<file path="config.mk">
export PLATFORM = sky130hd
export DESIGN_NAME = ogru_ctrl
export DESIGN_NICKNAME = d
export VERILOG_FILES = /design/src/rtl/ogru_pkg.sv /design/src/rtl/ogru_ctrl.sv
export SDC_FILE = /design/constraint.sdc
export NUM_CORES = 1
export LEC_CHECK = 0
export BUFFER_PORTS_ARGS = -buffer_cell sky130_fd_sc_hd__buf_2
export CORE_AREA = 2 2 39 41
export DETAILED_ROUTE_END_ITERATION = 6
export DIE_AREA = 0 0 41 43
export HOLD_SLACK_MARGIN = 0.1
export MAX_ROUTING_LAYER = met4
export SLEW_MARGIN = 20
export SYNTH_ARGS = -nofsm -noshare
export SYNTH_HDL_FRONTEND = slang
export SYNTH_SLANG_ARGS = --single-unit
export TNS_END_PERCENT = 50
</file>
<file path="constraint.sdc">
create_clock -name clk -period 1.1 [get_ports clk]
set_input_delay 0.275 -clock clk [delete_from_list [all_inputs] [get_ports clk]]
set_output_delay 0.275 -clock clk [all_outputs]
set_load 0.005 [all_outputs]
</file>
<file path="src/rtl/ogru_pkg.sv">
// Shared types and constants of the occupancy grid ray update block.
package ogru_pkg;

    localparam int COORD_BITS     = 8;
    localparam int LOG_ODDS_BITS  = 16;
    localparam int COUNT_BITS     = 9;
    localparam int CFG_INDEX_BITS = 3;
    localparam int CFG_DATA_BITS  = 16;

    // Configuration register indexes.
    localparam logic [CFG_INDEX_BITS-1:0] REG_HIT_STEP       = 3'd0;
    localparam logic [CFG_INDEX_BITS-1:0] REG_MISS_STEP      = 3'd1;
    localparam logic [CFG_INDEX_BITS-1:0] REG_CLAMP_HIGH     = 3'd2;
    localparam logic [CFG_INDEX_BITS-1:0] REG_CLAMP_LOW      = 3'd3;
    localparam logic [CFG_INDEX_BITS-1:0] REG_GRID_WIDTH     = 3'd4;
    localparam logic [CFG_INDEX_BITS-1:0] REG_GRID_HEIGHT    = 3'd5;
    localparam logic [CFG_INDEX_BITS-1:0] REG_FREE_BELOW     = 3'd6;
    localparam logic [CFG_INDEX_BITS-1:0] REG_OCCUPIED_ABOVE = 3'd7;

    // Operation codes.
    localparam logic OP_TRACE = 1'b0;
    localparam logic OP_READ  = 1'b1;

    // Occupancy classes.
    localparam logic [1:0] CLASS_FREE     = 2'd0;
    localparam logic [1:0] CLASS_OCCUPIED = 2'd1;
    localparam logic [1:0] CLASS_UNKNOWN  = 2'd2;

    typedef struct packed {
        logic        [10:0] hit_step;
        logic signed [11:0] miss_step;
        logic        [14:0] clamp_high;
        logic signed [15:0] clamp_low;
        logic        [8:0]  grid_width;
        logic        [8:0]  grid_height;
        logic signed [15:0] free_below;
        logic signed [15:0] occupied_above;
    } cfg_t;

    typedef enum logic [2:0] {
        ST_CLEAR,
        ST_IDLE,
        ST_DECODE,
        ST_WALK,
        ST_DRAIN,
        ST_READ,
        ST_DONE
    } state_t;

    // Commands from the controller to the datapath.
    typedef struct packed {
        logic clear;
        logic load;
        logic reject;
        logic issue;
        logic hit_sel;
        logic advance;
        logic capture;
    } cmd_t;

    // Status from the datapath to the controller.
    typedef struct packed {
        logic clear_last;
        logic op_read;
        logic start_in;
        logic end_in;
        logic at_end;
        logic hit_flag;
    } stat_t;

endpackage

</file>
<file path="src/rtl/ogru_ctrl.sv">
// Controller state machine of the occupancy grid ray update block.
module ogru_ctrl
    import ogru_pkg::*;
(
    input  logic  clk,
    input  logic  rst_n,
    input  logic  start,
    input  stat_t stat,
    output cmd_t  cmd,
    output logic  busy,
    output logic  done
);

    state_t state_reg;
    state_t state_next;

    always_ff @(posedge clk or negedge rst_n)
    begin
        if (!rst_n)
        begin
            state_reg <= ST_CLEAR;
        end
        else
        begin
            state_reg <= state_next;
        end
    end

    always_comb
    begin
        state_next = state_reg;
        case (state_reg)
            ST_CLEAR:
            begin
                if (stat.clear_last)
                begin
                    state_next = ST_IDLE;
                end
            end
            ST_IDLE:
            begin
                if (start)
                begin
                    state_next = ST_DECODE;
                end
            end
            ST_DECODE:
            begin
                if (stat.op_read)
                begin
                    state_next = stat.start_in ? ST_READ : ST_DONE;
                end
                else
                begin
                    state_next = (stat.start_in && stat.end_in) ? ST_WALK : ST_DONE;
                end
            end
            ST_WALK:
            begin
                if (stat.at_end)
                begin
                    state_next = ST_DRAIN;
                end
            end
            ST_DRAIN: state_next = ST_DONE;
            ST_READ:  state_next = ST_DONE;
            ST_DONE:  state_next = ST_IDLE;
            default:  state_next = ST_IDLE;
        endcase
    end

    always_comb
    begin
        cmd  = '0;
        busy = 1'b1;
        done = 1'b0;
        case (state_reg)
            ST_CLEAR:
            begin
                cmd.clear = 1'b1;
            end
            ST_IDLE:
            begin
                busy     = 1'b0;
                cmd.load = start;
            end
            ST_DECODE:
            begin
                if (stat.op_read)
                begin
                    cmd.reject = !stat.start_in;
                end
                else
                begin
                    cmd.reject = !(stat.start_in && stat.end_in);
                end
            end
            ST_WALK:
            begin
                // The end cell is read only when a hit is to be applied to it.
                if (stat.at_end)
                begin
                    cmd.issue   = stat.hit_flag;
                    cmd.hit_sel = 1'b1;
                end
                else
                begin
                    cmd.issue   = 1'b1;
                    cmd.advance = 1'b1;
                end
            end
            ST_READ:
            begin
                cmd.capture = 1'b1;
            end
            ST_DONE:
            begin
                done = 1'b1;
            end
            default:
            begin
                cmd = '0;
            end
        endcase
    end

endmodule

</file>
=== Word-level counts from Yosys, hierarchy flattened ===
Cells that the tools add are included.

* Register bits after elaboration: 3
* Bits in latches: 0
* Memory bits (writable): 0
* Bits in read-only memories: 0
* Bits of input ports: 9
* Output and inout port bits: 9
* Logic and storage cells: 34
* Memories kept: 0

* $add $sub $neg: 0
* Multiply operators: 0
* Divide/modulo/power cells: 0
* Order comparisons: 0
* Eq/ne operators: 9
* Shift-type cells: 0
* Multiplexer cells: 18
* Bitwise logic cells: 0
* Reduce and logical (&&, ||, !) cells: 6

{| class="wikitable"
|+ Operator list
! kind !! count
|-
| $mux W3 || 6
|-
| $pmux W3 S5 || 1
|-
| $mux W1 || 10
|-
| $eq A3 B3 Y1 const B || 3
|-
| $eq A3 B2 Y1 const B || 2
|-
| $ne A2 B2 Y1 const B || 3
|-
| $eq A3 B1 Y1 const B || 1
|-
| $logic_not A3 Y1 || 1
|-
| $reduce_and A3 Y1 || 1
|-
| $logic_not A1 Y1 || 2
|-
| $mux W2 || 1
|-
| $reduce_or A2 Y1 || 1
|-
| $logic_and A1 B1 Y1 || 1
|}

=== Logic depth before layout (Yosys ltp) ===
Gate-level depths: netlist of run 1.

* Word-level depth: 4
* Depth in mapped cells: 4
* Gate-level depth less buffers: 3

=== Worst setup path after synthesis of run 1 ===
Ideal clock, no wire load.

* Path type: register to output
* Start point: register state_reg[1]
* End point: output port cmd[2] (netlist name)
* Arrival time: 0.847 ns
* Required time: 0.825 ns
* Slack: -0.022 ns
* Stages on the path, launching flop included: 4
* Buffers on the path: 1
* Cell sequence: dfrtp_1 buf_4 and2b_1 and3_1

{| class="wikitable"
|+ RTL lines
! item !! RTL line !! text
|-
| start: declaration || ogru_ctrl.sv:14 || <nowiki>state_t state_reg;</nowiki>
|-
| start signal: assignment || ogru_ctrl.sv:25 || <nowiki>state_reg <= state_next;</nowiki>
|-
| end: declaration || ogru_ctrl.sv:9 || <nowiki>output cmd_t cmd,</nowiki>
|}

==> results of run 1 <==
cells by family after synthesis:
kind of cell,synth area share
simple gates,0.337
compound gates,0.201
buf+inv,0.121
flops,0.301
mux,0.0402
what timing repair did:
action                                  4_1_cts  5_1_grt
pin swaps                                     2        1
hold buffers                                  1        0
gates resized for setup                       5        3
setup buffers                                 1        0
endpoints found under the hold margin         3        0
endpoints found under the setup margin       10       10
layer usage:
layer  global-route usage  vias up  share of wire
met5                    -        -              0
met4               0.0800        0              0
met3               0.0157        0          0.072
met2                0.141       14           0.49
met1                0.109      141           0.43
li1                     -      166              -
critical path, stage by stage (launching register included):
cell and delay, ps:
dfrtp_1 370, and2b_2 260, nand2_2 60, a21oi_2 90, buf_2 110
stage by stage:
step,instances,setup TNS [ps]
after floorplan,33,-19.0
after global placement,68,-308
after detailed placement,68,-391
after CTS,74,-2520
after global routing,74,-3160
final,74,-2400
path summary, 6_finish.rpt:
kind,start,to,slack [ps],cells after the start
min,stat[5],state_reg[0],360,3
max in group asynchronous,rst_n,state_reg[0],610,2
max,state_reg[2],cmd[3],-300,4
min reg2reg,state_reg[1],state_reg[0],630,2
min in group asynchronous,rst_n,state_reg[2],370,2
max reg2reg,state_reg[0],state_reg[0],0,3
cell type report:
| class | count | share of cell area |
|---|---|---|
| flip-flops and latches | 3 | 0.178 |
| clock buffers | 4 | 0.0612 |
| repair buffers | 23 | 0.309 |
| inverters | 3 | 0.0262 |
| multi-input cells | 25 | 0.379 |
| well taps | 16 | 0.0466 |
where the power goes:
part | switching, mW | leakage (nW) | internal, mW
combinational | 0.292 | 0.181 | 0.321
clock | 0.0553 | 0.0150 | 0.136
sequential | 0.0691 | 0.0353 | 0.173
cells in the final DEF (no fill, tap or decap):
cell type	n
inv_2	1
a21oi_2	2
dfrtp_2	1
clkbuf_4	3
nor2b_2	1
mux2i_1	1
and2b_2	1
nand2_1	1
nand3b_1	1
and3_1	4
clkbuf_1	1
nor3_2	1
dlygate4sd3_1	1
o21ai_0	4
a21oi_1	1
inv_1	2
nor2_2	1
o22ai_1	1
a311oi_1	1
buf_2	17
buf_4	5
nand2_2	1
nor2_1	2
or2_0	1
nor3_1	1
dfrtp_1	2
cell usage after synthesis:
master,n
nor2b_2,1
nand3b_1,1
nand2_1,2
inv_1,3
nor2_1,3
buf_4,1
o22ai_1,1
and2b_1,1
or2_0,1
and3_1,4
a311oi_1,1
o21ai_0,4
dfrtp_1,3
mux2i_1,1
a21oi_1,3
buf_6,1
nor3_1,2
==> results.py, run 1 <==
metrics = {
    "run_status": {
        "status": "finished, violations left",
        "failed_checks": "setup timing",
    },
    "timing": {
        "finalCriticalPeriod_ps": 1400,
        "fin_crit_sh": 1.27,
        "max_clock_freq_mhz": 715,
        "final_report_max_slew_violation_count": 0,
        "worst_slew_margin": 0.857,
        "worst_slew_pin_slew_ps": 213,
        "hold_ws_ps": 357,
        "rsz0062_at_grt": "yes",
        "finalHoldViolations": 0,
        "fin_ws_ps": -299,
        "final.setup_skew_ps": 0.948,
        "timing.final.setup_violations": 9,
    },
    "logic_synthesis": {
        "number_of_warnings_reported_in_the_yosys_synthesis_log": 0,
        "flip_flop_and_latch_count_after_synthesis": 3,
        "avgSynthCellArea_um2": 7.55,
        "seq_area_frac_synth": 0.302,
        "synth_area_um2": 249,
        "yosys.area.top_type": "dfrtp_1",
        "synthDistinctLibCells": 17,
        "ys_top_cells_by_area": "dfrtp_1, and3_1, o21ai_0",
        "synth_top_cell_area_share": 0.302,
        "synth_fp_nets": 42,
        "netlist_instances": 33,
    },
    "cts": {
        "insertion_delay_ps": 230,
        "cts_tree": "built",
        "cts-htree-levels": 1,
        "root_buffer": "clkbuf_4",
        "cts-root-to-sink-buffers": 2,
        "path_clk_slew_ps": 40,
        "number_of_buffers_inserted_during_clock_tree_synthesis": 3,
        "clock-sinks": 3,
    },
    "setup_path": {
        "critical_path.endpoint_type": "primary output",
        "timing.critical_path.required_ps": 820,
        "crit_path_start_kind": "register",
        "critical_path.max_fanout": 5,
        "worstPathArrival_ps": 1120,
        "critical_path_class": "register to primary output",
    },
    "layout": {
        "multiInputGateArea_um2": 163,
        "fin_util": 0.310,
        "antenna-diode-count": 0,
        "synthToLayoutAreaGrowth_pct": 72.4,
        "final_area_um2": 429,
        "max_ffs_per_register": 3,
        "fin_nets": 68,
        "share_of_post_route_cells_with_drive_strength_above_1": 0.586,
        "final-seq-area_um2": 76.3,
        "filler_cell_count": 156,
    },
    "floorplanning": {
        "die_w_um": 41,
        "fp.dieH_um": 43,
        "rows": 14,
        "floorplan.die_area_um2": 1760,
        "design.portCount": 18,
        "floorplan.core_area_um2": 1380,
        "floorplan.initialDensity": 0.180,
    },
    "drt": {
        "via_per_inst": 4.34,
        "route.vias.total": 321,
        "drt_iter0_drc": 0,
        "drtAntennaViolNets": 0,
        "post_drt_wl_per_cell_um": 9.07,
        "finalWirelength_um": 671,
        "final_routed_drc_violation_total": 0,
        "dr.pass1.iters": 1,
    },
    "global_route": {
        "grt_start_max_net_pins": 9,
        "grt_first_pass_wirelength_mm": 1.13,
        "grt_antenna_before_repair": 0,
        "global_route.usage.total": 0.0967,
        "grt-ovfl-total": 0,
        "first_global_vias": 296,
    },
    "pwr": {
        "vdd.ir_drop.worst_v": 0.000721,
        "design_power_total_mw": 1.05,
        "power.static_leakage_nw": 0.232,
        "power_density_nw_per_um2": 2440,
    },
    "flow_run": {
        "maxCapViolCount": 0,
    },
    "placed_design": {
        "place_hpwl_um": 537,
        "dpl_worst_slack_ps": -90.7,
        "place.port_buffers": 17,
        "globalplace.congestion": 0.742,
        "placedInstanceArea_um2": 365,
    },
    "worst_hold_path": {
        "timing.hold.worst.class": "input pin to register",
    },
}
Power figures use the tool's default switching activity.
==> inputs of run 2 (changes only) <==
Settings changed: BUFFER_PORTS_ARGS -buffer_cell sky130_fd_sc_hd__buf_2 to -buffer_cell sky130_fd_sc_hd__buf_4.
==> run 2 against run 1 <==
Compared with the run above: the run still ends with setup timing left; worst hold slack got worse by 31 ps; worst setup slack got worse by 18 ps; sequential cell count did not move; count of clock-buffer cells in the layout did not move; register-to-register slack improved by 60 ps; sequential share of layout area fell by 3.1 points; critical path depth fell by 1; power rose by 21%; cell area rose by 21%; final cell count rose by 4.1%; critical path type unchanged; largest power group unchanged; highest routed layer unchanged.
==> results.py, run 2 (same netlist as run 1, synthesis figures left out) <==
metrics = {
    "setup_path": {
        "timing.critical_path.depth": 3,
        "r2r.worst_path.cells": 3,
        "cpMostUsedCell": "buf_4",
        "path_cells": "buf_4 > nor3_1 > buf_4",
        "crit_path_start_kind": "register",
        "critical_path.endpoint_type": "primary output",
        "worstPathArrival_ps": 1140,
        "timing.critical_path.required_ps": 820,
        "cp_slowest_cell": "dfrtp_2",
        "reg2reg_slack_ps": 60,
        "critical_path.top_delay_family": "flip-flops",
        "worst_r2r_startpoint": "state_reg[0]",
        "crit_start": "state_reg[0]",
        "critPathMaxStageDelay_ps": 460,
        "critical_path.max_fanout": 8,
        "reg2reg_to": "state_reg[0]",
        "cp_num_buf_inv": 2,
        "destination_of_the_critical_timing_path": "cmd[6]",
        "critical_path_class": "register to primary output",
    },
    "layout": {
        "share_of_post_route_cells_with_drive_strength_above_1": 0.656,
        "final_area_um2": 520,
        "filler_cell_count": 154,
        "fin_nets": 71,
        "final_cell_mix": "buf_4, a21oi_2, o21ai_0, clkbuf_4",
        "antenna-diode-count": 0,
        "max_ffs_per_register": 3,
        "synthToLayoutAreaGrowth_pct": 109,
        "layout_commonest_cell": "buf_4",
        "fin_util": 0.376,
    },
    "placed_design": {
        "placedInstanceArea_um2": 415,
        "place.port_buffers": 17,
        "place_hpwl_um": 553,
        "globalplace.congestion": 0.776,
    },
    "drt": {
        "finalWirelength_um": 831,
        "via_per_inst": 4.42,
        "drt_iter0_drc": 3,
        "dr.pass1.iters": 4,
        "route.vias.total": 340,
        "post_drt_wl_per_cell_um": 10.8,
        "drtAntennaViolNets": 0,
        "final_routed_drc_violation_total": 0,
    },
    "floorplanning": {
        "rows": 14,
        "floorplan.initialDensity": 0.180,
        "fp.dieH_um": 43,
        "die_w_um": 41,
        "design.portCount": 18,
        "floorplan.core_area_um2": 1380,
        "floorplan.die_area_um2": 1760,
    },
    "timing": {
        "rsz0062_at_grt": "yes",
        "max_clock_freq_mhz": 706,
        "fin_crit_sh": 1.29,
        "hold_ws_ps": 326,
        "final.setup_skew_ps": 1.83,
        "worst_slew_pin_slew_ps": 213,
        "final_report_max_slew_violation_count": 0,
        "setup-tns-final_ps": -2560,
        "finalHoldViolations": 0,
        "timing.final.setup_violations": 9,
        "worst_slew_margin": 0.857,
        "finalCriticalPeriod_ps": 1420,
        "fin_ws_ps": -317,
    },
    "cts": {
        "cts_tree": "built",
        "clock-sinks": 3,
        "cts-htree-levels": 1,
        "cts-root-to-sink-buffers": 2,
        "insertion_delay_ps": 230,
        "root_buffer": "clkbuf_4",
        "number_of_buffers_inserted_during_clock_tree_synthesis": 3,
        "path_clk_slew_ps": 40,
    },
    "global_route": {
        "first_global_vias": 302,
        "grt_first_pass_wirelength_mm": 1.26,
        "grt-ovfl-total": 0,
        "global_route.usage.total": 0.113,
        "grt_antenna_before_repair": 0,
        "grt_start_max_net_pins": 9,
    },
    "pwr": {
        "vdd.ir_drop.worst_v": 0.000828,
        "design_power_total_mw": 1.26,
        "power.static_leakage_nw": 0.257,
        "power_density_nw_per_um2": 2430,
    },
    "run_status": {
        "status": "finished, violations left",
        "failed_checks": "setup timing",
    },
    "worst_hold_path": {
        "timing.hold.worst.class": "input pin to register",
        "min_delay_path_depth": 3,
    },
    "flow_run": {
        "maxCapViolCount": 0,
    },
}
[run 2: cell types whose count changed in the layout (fill, tap and decap cells not counted), sizes merged]
cell  previous run  this run
buf             22        25
[run 2: metrics by stage]
| stage | worst slack, ps | instances |
|---|---|---|
| floorplan | -19.0 | 33 |
| global placement | -86.0 | 69 |
| detailed placement | -94.0 | 69 |
| CTS | -316 | 76 |
| global route | -372 | 77 |
| finish | -317 | 77 |
[run 2: where the power goes]
group,switching (mW),total [mW],internal (mW)
logic,0.343,0.823,0.480
clock network,0.0578,0.194,0.136
registers,0.0735,0.246,0.173
total,0.474,1.26,0.789
[run 2: area by class of cell]
| type | count | area [um2] | area share |
|---|---|---|---|
| clock buffer | 4 | 26.3 | 0.0505 |
| inverter | 3 | 11.3 | 0.0216 |
| multi-input combinational | 25 | 181 | 0.349 |
| sequential | 3 | 76.3 | 0.147 |
| tap | 16 | 20.0 | 0.0385 |
| timing repair buffer | 26 | 205 | 0.394 |
[run 2: worst register-to-register path: cells and delay by family (launching register included)]
| kind | cells | cell delay (ps) |
|---|---|---|
| AOI/OAI and AO/OA | 1 | 200 |
| DFF | 1 | 460 |
| muxes | 1 | 100 |
| and+or+nand+nor | 1 | 150 |
[run 2: worst min-delay path by stage]
stage,from,endpoint,slack [ps]
6_report,stat[5],state_reg[0],330
3_5_place_dp,rst_n,state_reg[1],70
4_1_cts,stat[5],state_reg[0],340
5_1_grt,stat[5],state_reg[0],360
3_3_place_gp,rst_n,state_reg[0],70
2_1_floorplan,rst_n,state_reg[0],-20
[run 2: repair_timing]
item                                   CTS  global route
hold buffers                             1             0
setup endpoints to repair               10            11
setup buffers                            2             1
pin swaps                                1             1
endpoints found under the hold margin    3             0
gates resized for setup                 12             3
[run 2: metal layers]
metal / part of all wire / track usage / vias to the layer above
li1: - / - / 172
met1: 0.41 / 0.123 / 152
met2: 0.52 / 0.169 / 16
met3: 0.070 / 0.0471 / 0
met4: 0 / 0.0600 / 0
met5: 0 / - / -
==> inputs of run 3 (changes only) <==
Settings changed: ABC_AREA from default to 1, CORE_AREA 2 2 39 41 to 3 3 40 42, DIE_AREA 0 0 41 43 to 0 0 43 45.
==> run 3 against run 2 <==
Compared with the run above: the flow still finishes with violations (setup timing); cell area is 13% higher; clock skew is 1.6 ps higher; fmax is 1.8% higher; synthesized cell count is 52% higher; critical path type unchanged; largest cell class is now multi-input combinational cells; largest power group unchanged; highest routed layer is now met4.
==> results.py, run 3 <==
metrics = {
    "run_status": {
        "status": "finished, violations left",
        "failed_checks": "setup timing",
    },
    "drt": {
        "via_per_inst": 4.39,
        "route.vias.total": 421,
        "finalWirelength_um": 933,
        "drt_iter0_drc": 6,
        "post_drt_wl_per_cell_um": 9.72,
        "final_routed_drc_violation_total": 0,
        "drtAntennaViolNets": 0,
        "dr.pass1.iters": 3,
    },
    "logic_synthesis": {
        "synth_area_um2": 279,
        "synth_fp_nets": 59,
        "netlist_instances": 50,
        "synthDistinctLibCells": 12,
        "yosys.area.top_type": "dfrtp_1",
        "number_of_warnings_reported_in_the_yosys_synthesis_log": 0,
        "seq_area_frac_synth": 0.269,
        "yosysMostFrequentCell": "nand2_1",
        "ys_top_cells_by_area": "dfrtp_1, nand2_1, nor2_1",
        "async_reset_ff_frac": 1.00,
        "synth_top_cell_area_share": 0.269,
        "synth-edff-count": 0,
        "ys.flop_type": "dfrtp_1",
        "synth_top_cells_by_count": "nand2_1, nor2_1, inv_1",
        "flip_flop_and_latch_count_after_synthesis": 3,
        "avgSynthCellArea_um2": 5.58,
    },
    "setup_path": {
        "r2r.worst_path.cells": 9,
        "critPathMaxStageDelay_ps": 430,
        "critical_path_class": "register to primary output",
        "critical_path.max_fanout": 6,
        "crit_start": "state_reg[1]",
        "path_cells": "buf_4 > nand3_4 > nor3_2 > buf_4",
        "timing.critical_path.required_ps": 820,
        "crit_path_start_kind": "register",
        "cp_slowest_cell": "dfrtp_2",
        "worstPathArrival_ps": 1120,
        "cpMostUsedCell": "buf_4",
        "critical_path.endpoint_type": "primary output",
        "destination_of_the_critical_timing_path": "cmd[4]",
        "critical_path.top_delay_family": "flip-flops",
        "timing.critical_path.depth": 4,
        "worst_r2r_startpoint": "state_reg[1]",
        "reg2reg_to": "state_reg[1]",
        "cp_num_buf_inv": 2,
        "reg2reg_slack_ps": -150,
    },
    "timing": {
        "final.setup_skew_ps": 3.39,
        "hold_ws_ps": 357,
        "timing.final.setup_violations": 12,
        "worst_slew_pin_slew_ps": 168,
        "rsz0062_at_grt": "yes",
        "fin_ws_ps": -292,
        "finalHoldViolations": 0,
        "finalCriticalPeriod_ps": 1390,
        "worst_slew_margin": 0.888,
        "fin_crit_sh": 1.27,
        "max_clock_freq_mhz": 718,
        "final_report_max_slew_violation_count": 0,
    },
    "global_route": {
        "grt_first_pass_wirelength_mm": 1.50,
        "first_global_vias": 385,
        "global_route.usage.total": 0.111,
        "grt-ovfl-total": 0,
        "grt_start_max_net_pins": 7,
        "grt_antenna_before_repair": 0,
    },
    "cts": {
        "cts_tree": "built",
        "path_clk_slew_ps": 40,
        "cts-root-to-sink-buffers": 2,
        "insertion_delay_ps": 240,
        "root_buffer": "clkbuf_4",
        "cts-htree-levels": 1,
        "clock-sinks": 3,
        "number_of_buffers_inserted_during_clock_tree_synthesis": 3,
    },
    "pwr": {
        "power_density_nw_per_um2": 2430,
        "power.static_leakage_nw": 0.331,
        "design_power_total_mw": 1.42,
        "vdd.ir_drop.worst_v": 0.000864,
    },
    "floorplanning": {
        "floorplan.die_area_um2": 1940,
        "die_w_um": 43,
        "floorplan.core_area_um2": 1280,
        "fp.dieH_um": 45,
        "floorplan.initialDensity": 0.217,
        "design.portCount": 18,
        "rows": 13,
    },
    "placed_design": {
        "place.port_buffers": 17,
        "dpl_worst_slack_ps": -86.0,
        "globalplace.congestion": 0.798,
        "place_hpwl_um": 691,
    },
    "flow_run": {
        "maxCapViolCount": 0,
    },
    "layout": {
        "synthToLayoutAreaGrowth_pct": 110,
        "layout_commonest_cell": "buf_4",
        "share_of_post_route_cells_with_drive_strength_above_1": 0.593,
        "antenna-diode-count": 0,
        "max_ffs_per_register": 3,
        "final_cell_mix": "buf_4, nand2_1, nor2_1, inv_1, nor2_2",
        "fin_nets": 91,
    },
    "worst_hold_path": {
        "timing.hold.worst.class": "input pin to asynchronous set/reset pin",
    },
}
[run 3: how the worst min path moves through the flow]
stage | from | endpoint | slack, ps | depth (start not counted)
after floorplan | rst_n | state_reg[0] | -20 | 0
after global placement | rst_n | state_reg[0] | 60 | 1
after detailed placement | rst_n | state_reg[1] | 70 | 1
after CTS | rst_n | state_reg[2] | 360 | 2
after global routing | rst_n | state_reg[2] | 390 | 2
final | rst_n | state_reg[2] | 360 | 2
[run 3: final cells by class]
class	count	area, um2
fillers	143	698
multi-input cells	37	214
repair buffers	27	213
flip-flops and latches	3	77.6
inverters	10	37.5
clock buffers	4	26.3
well taps	15	18.8
[run 3: cell families after synthesis]
logic type	after synthesis	synth area share
AO/OA/AOI/OAI	5	0.0897
AND/OR/NAND/NOR	32	0.507
buffers and inverters	10	0.135
flip-flops	3	0.269
[run 3: per-layer routing]
layer / vias up / global-route usage / routed length [um] / part of all wire
met5: - / - / 0 / 0
met4: 0 / 0.0904 / 18 / 0.019
met3: 4 / 0.0239 / 60 / 0.064
met2: 19 / 0.192 / 473 / 0.51
met1: 180 / 0.106 / 380 / 0.41
li1: 218 / - / - / -
[run 3: worst reg2reg max path: cells and delay by family, from the launching register on]
kind | cells | cell delay, ps
buffers and inverters | 2 | 240
and+or+nand+nor | 7 | 460
DFF | 1 | 430
[run 3: repair_timing]
action | in CTS | in global routing
setup endpoints to repair | 11 | 12
resized for setup | 7 | 10
setup buffers | 2 | 2
pin swaps | 3 | 5
hold endpoints to repair | 3 | 0
hold buffers | 1 | 0
[run 3: power breakdown]
| group | switching, mW | leakage (nW) | total (mW) | internal [mW] |
|---|---|---|---|---|
| combinational | 0.475 | 0.281 | 0.963 | 0.488 |
| sequential | 0.0892 | 0.0349 | 0.263 | 0.174 |
| clock | 0.0625 | 0.0150 | 0.199 | 0.136 |
[run 3: through the flow]
step	util	area, um2	TNS [ps]	std cells
2_1_floorplan	-	279	0	50
3_3_place_gp	0.360	463	-189	87
3_5_place_dp	0.360	463	-347	87
4_1_cts	0.422	542	-2470	94
5_1_grt	0.457	587	-3280	96
6_report	0.457	587	-2650	96
